File: config.mk
export PLATFORM = sky130hd
export DESIGN_NAME = motor_feedback_turn_tracker_top
export DESIGN_NICKNAME = d
export VERILOG_FILES = /design/src/rtl/mftt_pkg.sv /design/src/rtl/mftt_queue.sv /design/src/rtl/mftt_cfg.sv /design/src/rtl/mftt_front.sv /design/src/rtl/mftt_back.sv /design/src/rtl/motor_feedback_turn_tracker_top.sv
export SDC_FILE = /design/constraint.sdc
export NUM_CORES = 2
export LEC_CHECK = 0
export BUFFER_PORTS_ARGS = -buffer_cell sky130_fd_sc_hd__buf_2
export CAP_MARGIN = 20
export CELL_PAD_IN_SITES_DETAIL_PLACEMENT = 1
export CELL_PAD_IN_SITES_GLOBAL_PLACEMENT = 2
export CORE_MARGIN = 2
export CORE_UTILIZATION = 37
export CTS_CLUSTER_DIAMETER = 200
export DETAILED_ROUTE_END_ITERATION = 7
export HOLD_SLACK_MARGIN = 0.08
export PLACE_DENSITY_LB_ADDON = 0.05
export SLEW_MARGIN = 30
export SYNTH_ARGS = -nofsm -noshare
export SYNTH_HDL_FRONTEND = slang
export SYNTH_SLANG_ARGS = --single-unit
File: constraint.sdc
create_clock -name clk_i -period 8.6 [get_ports clk_i]
set_input_delay 1.72 -clock clk_i [delete_from_list [all_inputs] [get_ports clk_i]]
set_output_delay 1.72 -clock clk_i [all_outputs]
set_load 0.005 [all_outputs]
File: src/rtl/mftt_pkg.sv
package mftt_pkg;

  // Fixed field widths
  localparam int ID_W        = 11;
  localparam int WRAP_W      = 13;
  localparam int LIMIT_W     = 19;
  localparam int MASK_W      = 8;
  localparam int OFFLINE_W   = 16;
  localparam int SLOT_FIELD_W = 3;
  localparam int ANGLE_MAX_W = 16;
  localparam int POS_W       = 33;
  localparam int TURNS_OUT_W = 20;
  localparam int SPEED_W     = 16;
  localparam int CURRENT_W   = 16;
  localparam int TEMP_W      = 8;
  localparam int IDLE_W      = 17;
  localparam int CFG_IDX_W   = 3;
  localparam int CFG_DATA_W  = 19;

  // Parameter defaults
  localparam int SLOTS_DEF      = 8;
  localparam int ANGLE_BITS_DEF = 13;
  localparam int TURN_BITS_DEF  = 20;

  // Queue depth, power of two
  localparam int QUEUE_DEPTH = 2;

  // Register reset values
  localparam logic [ID_W-1:0]      ID_BASE_RST     = 11'h201;
  localparam logic [WRAP_W-1:0]    WRAP_RST        = 13'd5500;
  localparam logic [LIMIT_W-1:0]   LIMIT_RST       = 19'd10000;
  localparam logic [MASK_W-1:0]    REBASE_MASK_RST = 8'h00;
  localparam logic [OFFLINE_W-1:0] OFFLINE_RST     = 16'd1000;
  localparam logic [MASK_W-1:0]    ENABLE_MASK_RST = 8'hFF;

  typedef enum logic [0:0] {
    CMD_FRAME = 1'b0,
    CMD_TICK  = 1'b1
  } cmd_e;

  typedef enum logic [0:0] {
    KIND_POS    = 1'b0,
    KIND_STATUS = 1'b1
  } kind_e;

  typedef enum logic [CFG_IDX_W-1:0] {
    CFG_ID_BASE     = 3'd0,
    CFG_WRAP        = 3'd1,
    CFG_LIMIT       = 3'd2,
    CFG_REBASE_MASK = 3'd3,
    CFG_OFFLINE     = 3'd4,
    CFG_ENABLE_MASK = 3'd5
  } cfg_idx_e;

  typedef struct packed {
    logic [ID_W-1:0]      id_base;
    logic [WRAP_W-1:0]    wrap;
    logic [LIMIT_W-1:0]   limit;
    logic [MASK_W-1:0]    rebase_mask;
    logic [OFFLINE_W-1:0] offline;
    logic [MASK_W-1:0]    enable_mask;
  } mftt_cfg_t;

  // Classified word between front and back
  typedef struct packed {
    cmd_e                    cmd;
    logic [SLOT_FIELD_W-1:0] slot;
    logic [ANGLE_MAX_W-1:0]  angle;
    logic [SPEED_W-1:0]      speed;
    logic [CURRENT_W-1:0]    current;
    logic [TEMP_W-1:0]       temp;
  } mftt_word_t;

  typedef struct packed {
    kind_e                   kind;
    logic [SLOT_FIELD_W-1:0] slot;
    logic [POS_W-1:0]        position;
    logic [TURNS_OUT_W-1:0]  turns;
    logic                    rebased;
    logic [TURNS_OUT_W-1:0]  rebase_turns;
    logic [SPEED_W-1:0]      speed;
    logic [CURRENT_W-1:0]    current;
    logic [TEMP_W-1:0]       temp;
    logic                    first_frame;
    logic [MASK_W-1:0]       offline_mask;
  } mftt_res_t;

endpackage

File: src/rtl/mftt_queue.sv
module mftt_queue #(
  parameter int WIDTH = 8
) (
  input  logic             clk_i,
  input  logic             rst_ni,
  input  logic             wr_i,
  input  logic [WIDTH-1:0] wdata_i,
  output logic             full_o,
  input  logic             rd_i,
  output logic [WIDTH-1:0] rdata_o,
  output logic             empty_o
);

  localparam int Depth = mftt_pkg::QUEUE_DEPTH;
  localparam int PtrW  = (Depth > 1) ? $clog2(Depth) : 1;
  localparam int CntW  = $clog2(Depth + 1);

  logic [WIDTH-1:0] mem_q [Depth];
  logic [PtrW-1:0]  wptr_q, wptr_d, rptr_q, rptr_d;
  logic [CntW-1:0]  cnt_q, cnt_d;
  logic             do_wr, do_rd;

  assign full_o  = (cnt_q == CntW'(Depth));
  assign empty_o = (cnt_q == '0);
  assign do_wr   = wr_i & ~full_o;
  assign do_rd   = rd_i & ~empty_o;
  assign rdata_o = mem_q[rptr_q];

  always_comb begin
    wptr_d = do_wr ? wptr_q + PtrW'(1) : wptr_q;
    rptr_d = do_rd ? rptr_q + PtrW'(1) : rptr_q;
    cnt_d  = cnt_q + CntW'(do_wr) - CntW'(do_rd);
  end

  always_ff @(posedge clk_i or negedge rst_ni) begin
    if (!rst_ni) begin
      wptr_q <= '0;
      rptr_q <= '0;
      cnt_q  <= '0;
    end else begin
      wptr_q <= wptr_d;
      rptr_q <= rptr_d;
      cnt_q  <= cnt_d;
    end
  end

  always_ff @(posedge clk_i) begin
    if (do_wr) begin
      mem_q[wptr_q] <= wdata_i;
    end
  end

endmodule

File: src/rtl/mftt_cfg.sv
module mftt_cfg (
  input  logic                                clk_i,
  input  logic                                rst_ni,
  input  logic                                cfg_valid_i,
  output logic                                cfg_ready_o,
  input  logic [mftt_pkg::CFG_IDX_W-1:0]      cfg_index_i,
  input  logic [mftt_pkg::CFG_DATA_W-1:0]     cfg_data_i,
  output mftt_pkg::mftt_cfg_t                 cfg_o
);

  mftt_pkg::mftt_cfg_t cfg_q, cfg_d;

  assign cfg_ready_o = 1'b1;
  assign cfg_o       = cfg_q;

  always_comb begin
    cfg_d = cfg_q;
    if (cfg_valid_i) begin
      unique case (mftt_pkg::cfg_idx_e'(cfg_index_i))
        mftt_pkg::CFG_ID_BASE:     cfg_d.id_base     = cfg_data_i[mftt_pkg::ID_W-1:0];
        mftt_pkg::CFG_WRAP:        cfg_d.wrap        = cfg_data_i[mftt_pkg::WRAP_W-1:0];
        mftt_pkg::CFG_LIMIT:       cfg_d.limit       = cfg_data_i[mftt_pkg::LIMIT_W-1:0];
        mftt_pkg::CFG_REBASE_MASK: cfg_d.rebase_mask = cfg_data_i[mftt_pkg::MASK_W-1:0];
        mftt_pkg::CFG_OFFLINE:     cfg_d.offline     = cfg_data_i[mftt_pkg::OFFLINE_W-1:0];
        mftt_pkg::CFG_ENABLE_MASK: cfg_d.enable_mask = cfg_data_i[mftt_pkg::MASK_W-1:0];
        default: ;  // unused index, dropped
      endcase
    end
  end

  always_ff @(posedge clk_i or negedge rst_ni) begin
    if (!rst_ni) begin
      cfg_q.id_base     <= mftt_pkg::ID_BASE_RST;
      cfg_q.wrap        <= mftt_pkg::WRAP_RST;
      cfg_q.limit       <= mftt_pkg::LIMIT_RST;
      cfg_q.rebase_mask <= mftt_pkg::REBASE_MASK_RST;
      cfg_q.offline     <= mftt_pkg::OFFLINE_RST;
      cfg_q.enable_mask <= mftt_pkg::ENABLE_MASK_RST;
    end else begin
      cfg_q <= cfg_d;
    end
  end

endmodule

File: src/rtl/mftt_front.sv
module mftt_front #(
  parameter int SLOTS      = mftt_pkg::SLOTS_DEF,
  parameter int ANGLE_BITS = mftt_pkg::ANGLE_BITS_DEF
) (
  input  logic                               push_i,
  input  logic                               qfull_i,
  input  logic                               command_i,
  input  logic [mftt_pkg::ID_W-1:0]          can_id_i,
  input  logic [ANGLE_BITS-1:0]              angle_i,
  input  logic [mftt_pkg::SPEED_W-1:0]       speed_i,
  input  logic [mftt_pkg::CURRENT_W-1:0]     current_i,
  input  logic [mftt_pkg::TEMP_W-1:0]        temperature_i,
  input  logic [mftt_pkg::ID_W-1:0]          id_base_i,
  output logic                               wr_o,
  output mftt_pkg::mftt_word_t               word_o
);

  logic [mftt_pkg::ID_W-1:0] slot_full;
  logic                      known;
  logic                      is_tick;

  // Slot wraps modulo 2048; frames whose ids map past the last slot are dropped here
  assign slot_full = can_id_i - id_base_i;
  assign known     = (slot_full < mftt_pkg::ID_W'(SLOTS));
  assign is_tick   = (command_i == mftt_pkg::CMD_TICK);
  assign wr_o      = push_i & ~qfull_i & (is_tick | known);

  always_comb begin
    word_o         = '0;
    word_o.cmd     = is_tick ? mftt_pkg::CMD_TICK : mftt_pkg::CMD_FRAME;
    word_o.slot    = slot_full[mftt_pkg::SLOT_FIELD_W-1:0];
    word_o.angle   = mftt_pkg::ANGLE_MAX_W'(angle_i);
    word_o.speed   = speed_i;
    word_o.current = current_i;
    word_o.temp    = temperature_i;
  end

endmodule

File: src/rtl/mftt_back.sv
module mftt_back #(
  parameter int SLOTS      = mftt_pkg::SLOTS_DEF,
  parameter int ANGLE_BITS = mftt_pkg::ANGLE_BITS_DEF,
  parameter int TURN_BITS  = mftt_pkg::TURN_BITS_DEF
) (
  input  logic                 clk_i,
  input  logic                 rst_ni,
  input  mftt_pkg::mftt_cfg_t  cfg_i,
  input  logic                 in_valid_i,
  input  mftt_pkg::mftt_word_t word_i,
  output logic                 in_take_o,
  input  logic                 out_full_i,
  output logic                 out_wr_o,
  output mftt_pkg::mftt_res_t  res_o
);

  localparam int SlotW  = (SLOTS > 1) ? $clog2(SLOTS) : 1;
  localparam int DiffW  = ((ANGLE_BITS > mftt_pkg::WRAP_W) ? ANGLE_BITS : mftt_pkg::WRAP_W) + 2;
  localparam int CmpW   = ((TURN_BITS > mftt_pkg::LIMIT_W) ? TURN_BITS : mftt_pkg::LIMIT_W) + 1;
  localparam int IdleW  = mftt_pkg::IDLE_W;
  localparam int PosW   = mftt_pkg::POS_W;
  localparam int TurnsW = mftt_pkg::TURNS_OUT_W;
  localparam logic signed [TURN_BITS-1:0] TMax = {1'b0, {(TURN_BITS-1){1'b1}}};
  localparam logic signed [TURN_BITS-1:0] TMin = {1'b1, {(TURN_BITS-1){1'b0}}};
  localparam logic [IdleW-1:0] IdleMax = '1;

  logic [ANGLE_BITS-1:0]       last_q [SLOTS];
  logic signed [TURN_BITS-1:0] turn_q [SLOTS];
  logic [SLOTS-1:0]            seen_q;
  logic [IdleW-1:0]            idle_q [SLOTS];
  logic [IdleW-1:0]            idle_inc [SLOTS];

  logic                        fire, is_tick, first, over;
  logic [SlotW-1:0]            s;
  logic [ANGLE_BITS-1:0]       ang;
  logic signed [DiffW-1:0]     diff, thr;
  logic signed [TURN_BITS-1:0] t_cur, t_step, t_fin;
  logic signed [CmpW-1:0]      t_ext, lim;
  logic signed [TURN_BITS+ANGLE_BITS-1:0] pos_full;
  logic [mftt_pkg::MASK_W-1:0] mask;

  assign fire      = in_valid_i & ~out_full_i;
  assign in_take_o = fire;
  assign out_wr_o  = fire;
  assign is_tick   = (word_i.cmd == mftt_pkg::CMD_TICK);
  assign s         = word_i.slot[SlotW-1:0];
  assign ang       = word_i.angle[ANGLE_BITS-1:0];

  // Frame path: wrap detect, saturating step, optional rebase
  always_comb begin
    first = ~seen_q[s];
    t_cur = turn_q[s];
    diff  = $signed({{(DiffW-ANGLE_BITS){1'b0}}, ang})
          - $signed({{(DiffW-ANGLE_BITS){1'b0}}, last_q[s]});
    thr   = $signed({{(DiffW-mftt_pkg::WRAP_W){1'b0}}, cfg_i.wrap});
    t_step = t_cur;
    if (!first) begin
      if (diff < -thr) begin
        if (t_cur != TMax) t_step = t_cur + TURN_BITS'(1);
      end else if (diff > thr) begin
        if (t_cur != TMin) t_step = t_cur - TURN_BITS'(1);
      end
    end
    t_ext = CmpW'(t_step);
    lim   = $signed({{(CmpW-mftt_pkg::LIMIT_W){1'b0}}, cfg_i.limit});
    over  = cfg_i.rebase_mask[s] & ((t_ext > lim) || (t_ext < -lim));
    t_fin = over ? '0 : t_step;
    // angle < 2^ANGLE_BITS, so turns*2^ANGLE_BITS + angle is a concatenation
    pos_full = $signed({t_fin, ang});
  end

  // Tick path: age every slot, flag enabled idle ones
  always_comb begin
    mask = '0;
    for (int i = 0; i < SLOTS; i++) begin
      idle_inc[i] = (idle_q[i] == IdleMax) ? idle_q[i] : idle_q[i] + IdleW'(1);
      mask[i] = cfg_i.enable_mask[i] & (idle_inc[i] > IdleW'(cfg_i.offline));
    end
  end

  always_comb begin
    res_o = '0;
    if (is_tick) begin
      res_o.kind         = mftt_pkg::KIND_STATUS;
      res_o.offline_mask = mask;
    end else begin
      res_o.kind         = mftt_pkg::KIND_POS;
      res_o.slot         = mftt_pkg::SLOT_FIELD_W'(s);
      res_o.position     = PosW'(pos_full);
      res_o.turns        = TurnsW'(t_fin);
      res_o.rebased      = over;
      res_o.rebase_turns = over ? TurnsW'(t_step) : '0;
      res_o.speed        = word_i.speed;
      res_o.current      = word_i.current;
      res_o.temp         = word_i.temp;
      res_o.first_frame  = first;
    end
  end

  always_ff @(posedge clk_i or negedge rst_ni) begin
    if (!rst_ni) begin
      seen_q <= '0;
      for (int i = 0; i < SLOTS; i++) begin
        last_q[i] <= '0;
        turn_q[i] <= '0;
        idle_q[i] <= '0;
      end
    end else if (fire) begin
      if (is_tick) begin
        for (int i = 0; i < SLOTS; i++) begin
          idle_q[i] <= idle_inc[i];
        end
      end else begin
        last_q[s] <= ang;
        turn_q[s] <= t_fin;
        seen_q[s] <= 1'b1;
        idle_q[s] <= '0;
      end
    end
  end

endmodule

File: src/rtl/motor_feedback_turn_tracker_top.sv
// Multi-turn encoder unwrap for up to SLOTS motor slots. Feedback frames and
// ticks go in through a queue-style port (push/full) and results come out of
// one (empty/pop). Sustained rate is one word per clock on both sides while
// nothing stalls; a pushed word passes the front-to-back queue, then the
// result queue. The front classifies each word (slot = can_id minus id_base,
// modulo 2048) and drops frames for unknown slots without a result; the back
// does the per-slot read-modify-write of angle, turn count, seen mark and
// idle counter combinationally, so back-to-back frames for the same slot need
// no forwarding. Two-word queues sit between front and back and ahead of the
// result ports; a stall on one side reaches the other only via a full queue.
// Configuration registers are written through the cfg port (always ready)
// and must only be written while the block is idle.
module motor_feedback_turn_tracker_top #(
  parameter int SLOTS      = mftt_pkg::SLOTS_DEF,
  parameter int ANGLE_BITS = mftt_pkg::ANGLE_BITS_DEF,
  parameter int TURN_BITS  = mftt_pkg::TURN_BITS_DEF
) (
  input  logic                                  clk_i,
  input  logic                                  rst_ni,
  // configuration write channel
  input  logic                                  cfg_valid_i,
  output logic                                  cfg_ready_o,
  input  logic [mftt_pkg::CFG_IDX_W-1:0]        cfg_index_i,
  input  logic [mftt_pkg::CFG_DATA_W-1:0]       cfg_data_i,
  // input queue side
  input  logic                                  push,
  output logic                                  full,
  input  logic                                  command_i,
  input  logic [mftt_pkg::ID_W-1:0]             can_id_i,
  input  logic [ANGLE_BITS-1:0]                 angle_i,
  input  logic signed [mftt_pkg::SPEED_W-1:0]   speed_i,
  input  logic signed [mftt_pkg::CURRENT_W-1:0] current_i,
  input  logic [mftt_pkg::TEMP_W-1:0]           temperature_i,
  // result queue side
  output logic                                  empty,
  input  logic                                  pop,
  output logic                                  kind_o,
  output logic [mftt_pkg::SLOT_FIELD_W-1:0]     slot_o,
  output logic signed [mftt_pkg::POS_W-1:0]     position_o,
  output logic signed [mftt_pkg::TURNS_OUT_W-1:0] turns_o,
  output logic                                  rebased_o,
  output logic signed [mftt_pkg::TURNS_OUT_W-1:0] rebase_turns_o,
  output logic signed [mftt_pkg::SPEED_W-1:0]   speed_out_o,
  output logic signed [mftt_pkg::CURRENT_W-1:0] current_out_o,
  output logic [mftt_pkg::TEMP_W-1:0]           temperature_out_o,
  output logic                                  first_frame_o,
  output logic [mftt_pkg::MASK_W-1:0]           offline_mask_o
);

  localparam int WordW = $bits(mftt_pkg::mftt_word_t);
  localparam int ResW  = $bits(mftt_pkg::mftt_res_t);

  mftt_pkg::mftt_cfg_t  cfg;
  mftt_pkg::mftt_word_t fr_word, bk_word;
  mftt_pkg::mftt_res_t  bk_res, out_res;
  logic                 fr_wr, mid_full, mid_empty, bk_take, out_full, out_wr;
  logic [WordW-1:0]     mid_rdata;
  logic [ResW-1:0]      out_rdata;

  // The input side is full exactly when the front-to-back queue is.
  assign full = mid_full;

  mftt_cfg u_cfg (
    .clk_i       (clk_i),
    .rst_ni      (rst_ni),
    .cfg_valid_i (cfg_valid_i),
    .cfg_ready_o (cfg_ready_o),
    .cfg_index_i (cfg_index_i),
    .cfg_data_i  (cfg_data_i),
    .cfg_o       (cfg)
  );

  mftt_front #(
    .SLOTS      (SLOTS),
    .ANGLE_BITS (ANGLE_BITS)
  ) u_front (
    .push_i        (push),
    .qfull_i       (mid_full),
    .command_i     (command_i),
    .can_id_i      (can_id_i),
    .angle_i       (angle_i),
    .speed_i       (speed_i),
    .current_i     (current_i),
    .temperature_i (temperature_i),
    .id_base_i     (cfg.id_base),
    .wr_o          (fr_wr),
    .word_o        (fr_word)
  );

  // Classified words waiting for the back end
  mftt_queue #(
    .WIDTH (WordW)
  ) u_mid_q (
    .clk_i   (clk_i),
    .rst_ni  (rst_ni),
    .wr_i    (fr_wr),
    .wdata_i (fr_word),
    .full_o  (mid_full),
    .rd_i    (bk_take),
    .rdata_o (mid_rdata),
    .empty_o (mid_empty)
  );

  assign bk_word = mftt_pkg::mftt_word_t'(mid_rdata);

  mftt_back #(
    .SLOTS      (SLOTS),
    .ANGLE_BITS (ANGLE_BITS),
    .TURN_BITS  (TURN_BITS)
  ) u_back (
    .clk_i      (clk_i),
    .rst_ni     (rst_ni),
    .cfg_i      (cfg),
    .in_valid_i (~mid_empty),
    .word_i     (bk_word),
    .in_take_o  (bk_take),
    .out_full_i (out_full),
    .out_wr_o   (out_wr),
    .res_o      (bk_res)
  );

  // Finished results, oldest on the ports
  mftt_queue #(
    .WIDTH (ResW)
  ) u_out_q (
    .clk_i   (clk_i),
    .rst_ni  (rst_ni),
    .wr_i    (out_wr),
    .wdata_i (bk_res),
    .full_o  (out_full),
    .rd_i    (pop),
    .rdata_o (out_rdata),
    .empty_o (empty)
  );

  assign out_res           = mftt_pkg::mftt_res_t'(out_rdata);
  assign kind_o            = out_res.kind;
  assign slot_o            = out_res.slot;
  assign position_o        = out_res.position;
  assign turns_o           = out_res.turns;
  assign rebased_o         = out_res.rebased;
  assign rebase_turns_o    = out_res.rebase_turns;
  assign speed_out_o       = out_res.speed;
  assign current_out_o     = out_res.current;
  assign temperature_out_o = out_res.temp;
  assign first_frame_o     = out_res.first_frame;
  assign offline_mask_o    = out_res.offline_mask;

endmodule

======== Yosys cells after proc, flatten, opt, wreduce, memory -nomap -nowiden ========
Memory sizes are Yosys's and may differ from the RTL's.
Index checks and enable logic that the tools add are counted.
W data, S select, Z words.
word-level totals
  flip-flop bits (word level) ............. 491
  latch bits .............................. 0
  bits in writable memories ............... 368
  memory bits (read-only) ................. 0
  input bits .............................. 92
  output and inout port bits .............. 130
  word-level logic and storage cells ...... 179
  memories kept ........................... 2
memory list
  name           depth  bits a word  read ports  clocked after memory_dff  write ports  RTL line          source
  u_out_q.mem_q  2      127          1           0                         1            mftt_queue.sv:18  logic [WIDTH-1:0] mem_q [Depth];
  u_mid_q.mem_q  2      57           1           0                         1            mftt_queue.sv:18
cells by class
  $add $sub $neg .......................... 22
  $mul .................................... 0
  divide/modulo/power cells ............... 0
  magnitude comparators ................... 17
  eq/ne operators ......................... 17
  shift operators ......................... 0
  mux-type cells .......................... 44
  bitwise gates (word level) .............. 27
  reduce and logical (&&, ||, !) cells .... 13
operators by type and width
  kind                     number
  $mux W20                 10
  $bwmux W160              1
  $mux W17                 9
  $add A17 B1 Y17 const B  8
  $and A136 B136 Y136      1
  $eq A17 B17 Y1 const B   8
  $gt A17 B16 Y1           8
  $mux W136                1
  $not A136 Y136           1
  $mux W118                1
  $bwmux W104              1
  $bmux W20 S3             1
  $demux W20 S3            1
  $demux W17 S3            1
  $ne A20 B20 Y1 const B   2
  $bmux W13 S3             1
  $demux W13 S3            1
  $mux W13                 3
  $lt A20 B21 Y1           1
  $neg A19 Y21             1
  $add A20 B2 Y20 const B  1
  $gt A20 B20 Y1           1
  $sub A20 B2 Y20 const B  1
  $and A1 B1 Y1            16
  30 further kinds         60

======== Logic depth before layout (Yosys ltp) ========
An unclocked memory read counts as a cell.
  word-level depth ........................ 15
  depth in mapped cells ................... 50

======== Cells and area by module ========
From an unflattened synthesis, not the netlist that was laid out.
second synthesis, totals
  cells, all modules ...................... 4160
  area, all modules ....................... 47088.9 µm²
by module, submodules not included
  module                           instances  cells an instance  area each (µm²)  sequential area each (µm²)
  mftt_back                        1          3234               28909.0          10209.8
  mftt_queue at u_out_q            1          413                9437.8           7727.4
  mftt_queue at u_mid_q            1          205                4829.6           3703.6
  mftt_cfg                         1          164                2879.0           1913.1
  mftt_front                       1          143                1029.7           0.0
  motor_feedback_turn_tracker_top  1          1                  3.8              0.0

======== Worst setup path after synthesis ========
Ideal clock, no wire load.
  kind .................................... register to register
  start ................................... register u_mid_q.rptr_q
  end ..................................... memory u_out_q.mem_q[0][104] (netlist bit) (data pin)
  setup time .............................. 0.269 ns
  arrival ................................. 8.231 ns
  required time ........................... 8.331 ns
  path slack .............................. 0.100 ns
  cell stages (with the launch flop) ...... 48
  path through ............................ dfrtp_1 > buf_6 > mux2i_1 > buf_2 > buf_2 > buf_4 > clkbuf_1 > nand2_1 > nand3_1 > o221ai_1 > nor3_1 > ha_1 > inv_1 > fa_1 > a21o_1 > a21oi_1 > o21bai_1 > a21oi_1 > [12 not listed] > a21oi_1 > clkbuf_1 > o2111ai_1 > a221o_1 > xnor2_1 > inv_1 > ha_1 > a21oi_1 > a21oi_1 > nor2_1 > a31oi_1 > a211o_1 > a211o_1 > a21boi_2 > buf_4 > nand2_1 > buf_2 > nor2_1
RTL lines
  item                      RTL line          source
  start: declaration        mftt_queue.sv:19  logic [PtrW-1:0] wptr_q, wptr_d, rptr_q, rptr_d;
  start signal: assignment  mftt_queue.sv:42  rptr_q <= rptr_d;
  end: declaration          mftt_queue.sv:18

==> impl_metrics.csv <==
group,metric,value,unit
run_status,outcome,"complete, no violations",
sta,slew_headroom,0.370,
die,initial_utilization,0.373,
placed_design,place.gp.congestion,0.835,
die,core,0.114,sq mm
final_layout,area_growth,17.2,%
yosys,synth_top_area_share,0.271,
run,maxCapViolations,0,
worst_setup_path,crit_buf_inv,6,
worst_setup_path,critPathKind,"reg2reg",
die,die_width,343,um
final_layout,postLayoutCellArea,0.0500,sq mm
power,power_switching,8.60,mW
global_route,grt-ovfl-total,0,
global_route,grt_max_degree,104,
yosys,synthesis.area,0.0426,sq mm
worst_setup_path,critPathSlowestCell,"dfrtp_4",
worst_setup_path,max_stage_delay,0.49,ns
final_layout,fill_cells,12500,
global_route,grt_use_total,0.237,
yosys,yosysSeqAreaShare,0.520,
sta,fin_crit,8.18,ns
route,drt_iter0_markers,1947,
power,comb_power_share,0.495,
sta,rsz0062_at_grt,"true",
clock_tree,holdBufCountCts,0,
sta,fin_tns_setup,0,ns
worst_hold_path,min_path_cells,1,
worst_hold_path,hold_class,"reg2reg",
placed_design,dp_hpwl,95400,um
yosys,ys_ff_latch,819,
die,die_h,343,um
yosys,yosys.cell_types.count,100,
worst_setup_path,cp.required,9.12,ns
route,ant_nets,0,
sta,hold_violations,0,
worst_setup_path,path_max_fanout,7,
worst_setup_path,cp_top_family,"compound AO/OA/AOI/OAI gates",
worst_setup_path,worstPathArrival,8.69,ns
route,vias,32000,
final_layout,multiInputGateArea,0.0194,sq mm
yosys,yosys_warnings,0,
worst_setup_path,r2r_end,"u_out_q.mem_q[1][108]",
final_layout,drive_above_1_share,0.196,
sta,final-setup-viol-count,0,
clock_tree,clock-sinks,819,
yosys,synth_top_cells_by_area,"dfrtp_1 (27%), edfxtp_1 (23%), ha_1 (6.8%)",
die,fp-row-count,124,
worst_setup_path,regToRegSetupSlack,0.42,ns
worst_hold_path,min_from,"u_back.seen_q[4]",
sta,slew_violations,0,
die,pin_count,222,
worst_setup_path,reg2reg_depth,43,
power,netSwitchingFraction,0.419,
route,routed_wl,141000,um
clock_tree,cts.clk_slew.worst_paths,0.06,ns
worst_setup_path,startpoint_type,"register",
sta,tightest_slew,0.944,ns
final_layout,finish.utilization,0.437,
yosys,avgSynthCellArea,10.7,sq um
power,internal-power,11.9,mW
clock_tree,cts_tree,"yes",
yosys,synth_ff_type,"dfrtp_1",
clock_tree,h-tree-depth,3,
worst_setup_path,path_common_cell,"a21oi_2",
sta,period_share,0.951,
route,routed_via_density,5.43,
final_layout,seq_area,0.0222,sq mm
power,power,20.5,mW
power,power_frac_seq,0.302,
power,vdd_drop_max,0.278,mV
global_route,antenna_found_initial,11,
worst_setup_path,reg2reg_from,"u_mid_q.rptr_q",
clock_tree,cts_buffers,96,
power,pwr-share-clk,0.203,
clock_tree,ctsRootBufferMaster,"clkbuf_16",
die,dieArea,0.118,sq mm
route,wl_per_cell,23.9,um
worst_setup_path,end_kind,"register",
route,firstDrtPassIters,5,
yosys,yosys.area.top_type,"dfrtp_1",
placed_design,placed_cells,5679,
power,power_density,411,mW/mm^2
power,leakagePower,21.6,nW
worst_hold_path,hold_end,"u_back.seen_q[4]",
sta,clock_skew,0.0260,ns
sta,fmax,122,MHz
yosys,synth-edff-count,328,
placed_design,dpl_cell_area,0.0462,sq mm
global_route,grt_pass1_vias,32800,
yosys,synthArstFlopShare,0.600,
clock_tree,insertion_delay,0.69,ns
yosys,syn_inst,3982,
global_route,grt_pass1_wl,212000,um
final_layout,fin_cells,5886,
clock_tree,ctsLongestPathBuffers,3,
yosys,synth_nets,4308,
route,drcViolationCount,0,
final_layout,nNetsFinal,4615,
placed_design,port_buffers,220,
==> stage by stage <==
step                      setup WS [ns]  hold WS, ns
final                             0.425        0.470
after global routing            -0.0776        0.482
after CTS                        0.0244        0.471
after detailed placement         0.0864        0.452
after global placement            0.138        0.450
after floorplan                   0.100        0.435
==> power by group through the flow <==
stage,Clock (mW),Sequential (mW),Combinational [mW]
after CTS,4.29,6.21,9.67
after detailed placement,0,6.28,9.61
after global routing,4.43,6.35,11.2
after global placement,0,6.24,9.51
final,4.18,6.20,10.2
after floorplan,0,6.08,5.77
==> cells in the final DEF (no fill, tap or decap), types with 33 or more instances in the layout <==
cell type / instances
a21o_1: 38
a21oi_1: 71
a22o_1: 81
and3_1: 56
buf_2: 219
buf_4: 175
clkbuf_16: 102
dfrtp_1: 460
edfxtp_1: 328
ha_1: 229
inv_1: 126
mux2_2: 139
mux2i_1: 83
nand2_1: 527
nand3_1: 102
nand4_1: 62
nor2_1: 230
nor4_1: 33
o21a_1: 60
o21ai_0: 363
o21ai_1: 103
xnor2_1: 96
xor2_1: 76
==> sequential cells by signal (all words and copies together), names as in the netlist <==
signal	count
u_mid_q.wptr_q	1
u_out_q.mem_q	214
u_out_q.rptr_q	1
u_out_q.wptr_q	1
u_back.last_q	104
u_mid_q.mem_q	114
u_back.idle_q	136
u_back.seen_q	8
u_back.turn_q	160
u_mid_q.rptr_q	1
u_cfg.cfg_o	75
u_mid_q.cnt_q	2
u_out_q.cnt_q	2
==> cells in the mapped netlist (24+ instances only) <==
master / n
a21o_1: 38
a21oi_1: 79
a22o_1: 81
a31oi_1: 25
and3_1: 56
buf_4: 29
clkbuf_1: 138
dfrtp_1: 462
dfstp_2: 29
edfxtp_1: 328
ha_1: 232
inv_1: 128
mux2_2: 139
mux2i_1: 85
nand2_1: 540
nand2b_1: 33
nand3_1: 102
nand4_1: 62
nor2_1: 239
nor2b_1: 24
nor3_1: 35
nor4_1: 35
o21a_1: 60
o21ai_0: 370
o21ai_1: 96
o22ai_1: 24
xnor2_1: 98
xor2_1: 76
==> worst max path at each step <==
stage / start / end / slack (ns) / cells after the start
6_report: u_mid_q.rptr_q / u_out_q.mem_q[1][108] / 0.42 / 43
5_1_grt: u_mid_q.rptr_q / u_back.turn_q[16] / -0.08 / 45
3_5_place_dp: u_mid_q.mem_q[0][53] / u_out_q.mem_q[0][105] / 0.09 / 42
3_3_place_gp: u_mid_q.rptr_q / u_out_q.mem_q[0][105] / 0.14 / 42
2_1_floorplan: u_mid_q.rptr_q / u_out_q.mem_q[0][104] / 0.1 / 47
4_1_cts: u_mid_q.mem_q[0][53] / u_out_q.mem_q[1][118] / 0.02 / 42
==> repair_timing <==
action,CTS,global route
resized for setup,0,63
setup endpoints to repair,0,242
buffers inserted,0,18
==> layer usage <==
| metal | GRT usage | wire length [um] |
|---|---|---|
| met1 | 0.347 | 68700 |
| met2 | 0.375 | 63900 |
| met3 | 0.0312 | 5360 |
| met4 | 0.0512 | 2570 |
| met5 | 0 | 73 |
==> cell type report <==
type	instances	share of cell area
Clock inverter	47	0.00964
Sequential cell	819	0.444
Timing Repair Buffer	416	0.0557
Multi-Input combinational cell	2825	0.388
Antenna cell	4	0.000200
Tap cell	1512	0.0379
Inverter	131	0.00987
Clock buffer	132	0.0551
==> cells by family (layout without fill, tap and decap cells) <==
family,Yosys count,count (layout),synth area share
muxes,240,240,0.0644
DFF,819,819,0.520
buffers and inverters,338,726,0.0339
adders and majority gates,234,234,0.0691
xor gates and xnor gates,174,174,0.0358
other,1,5,0.0000880
and+or+nand+nor,1229,1229,0.136
AOI/OAI and AO/OA,947,947,0.141
Power figures use the tool's default switching activity.
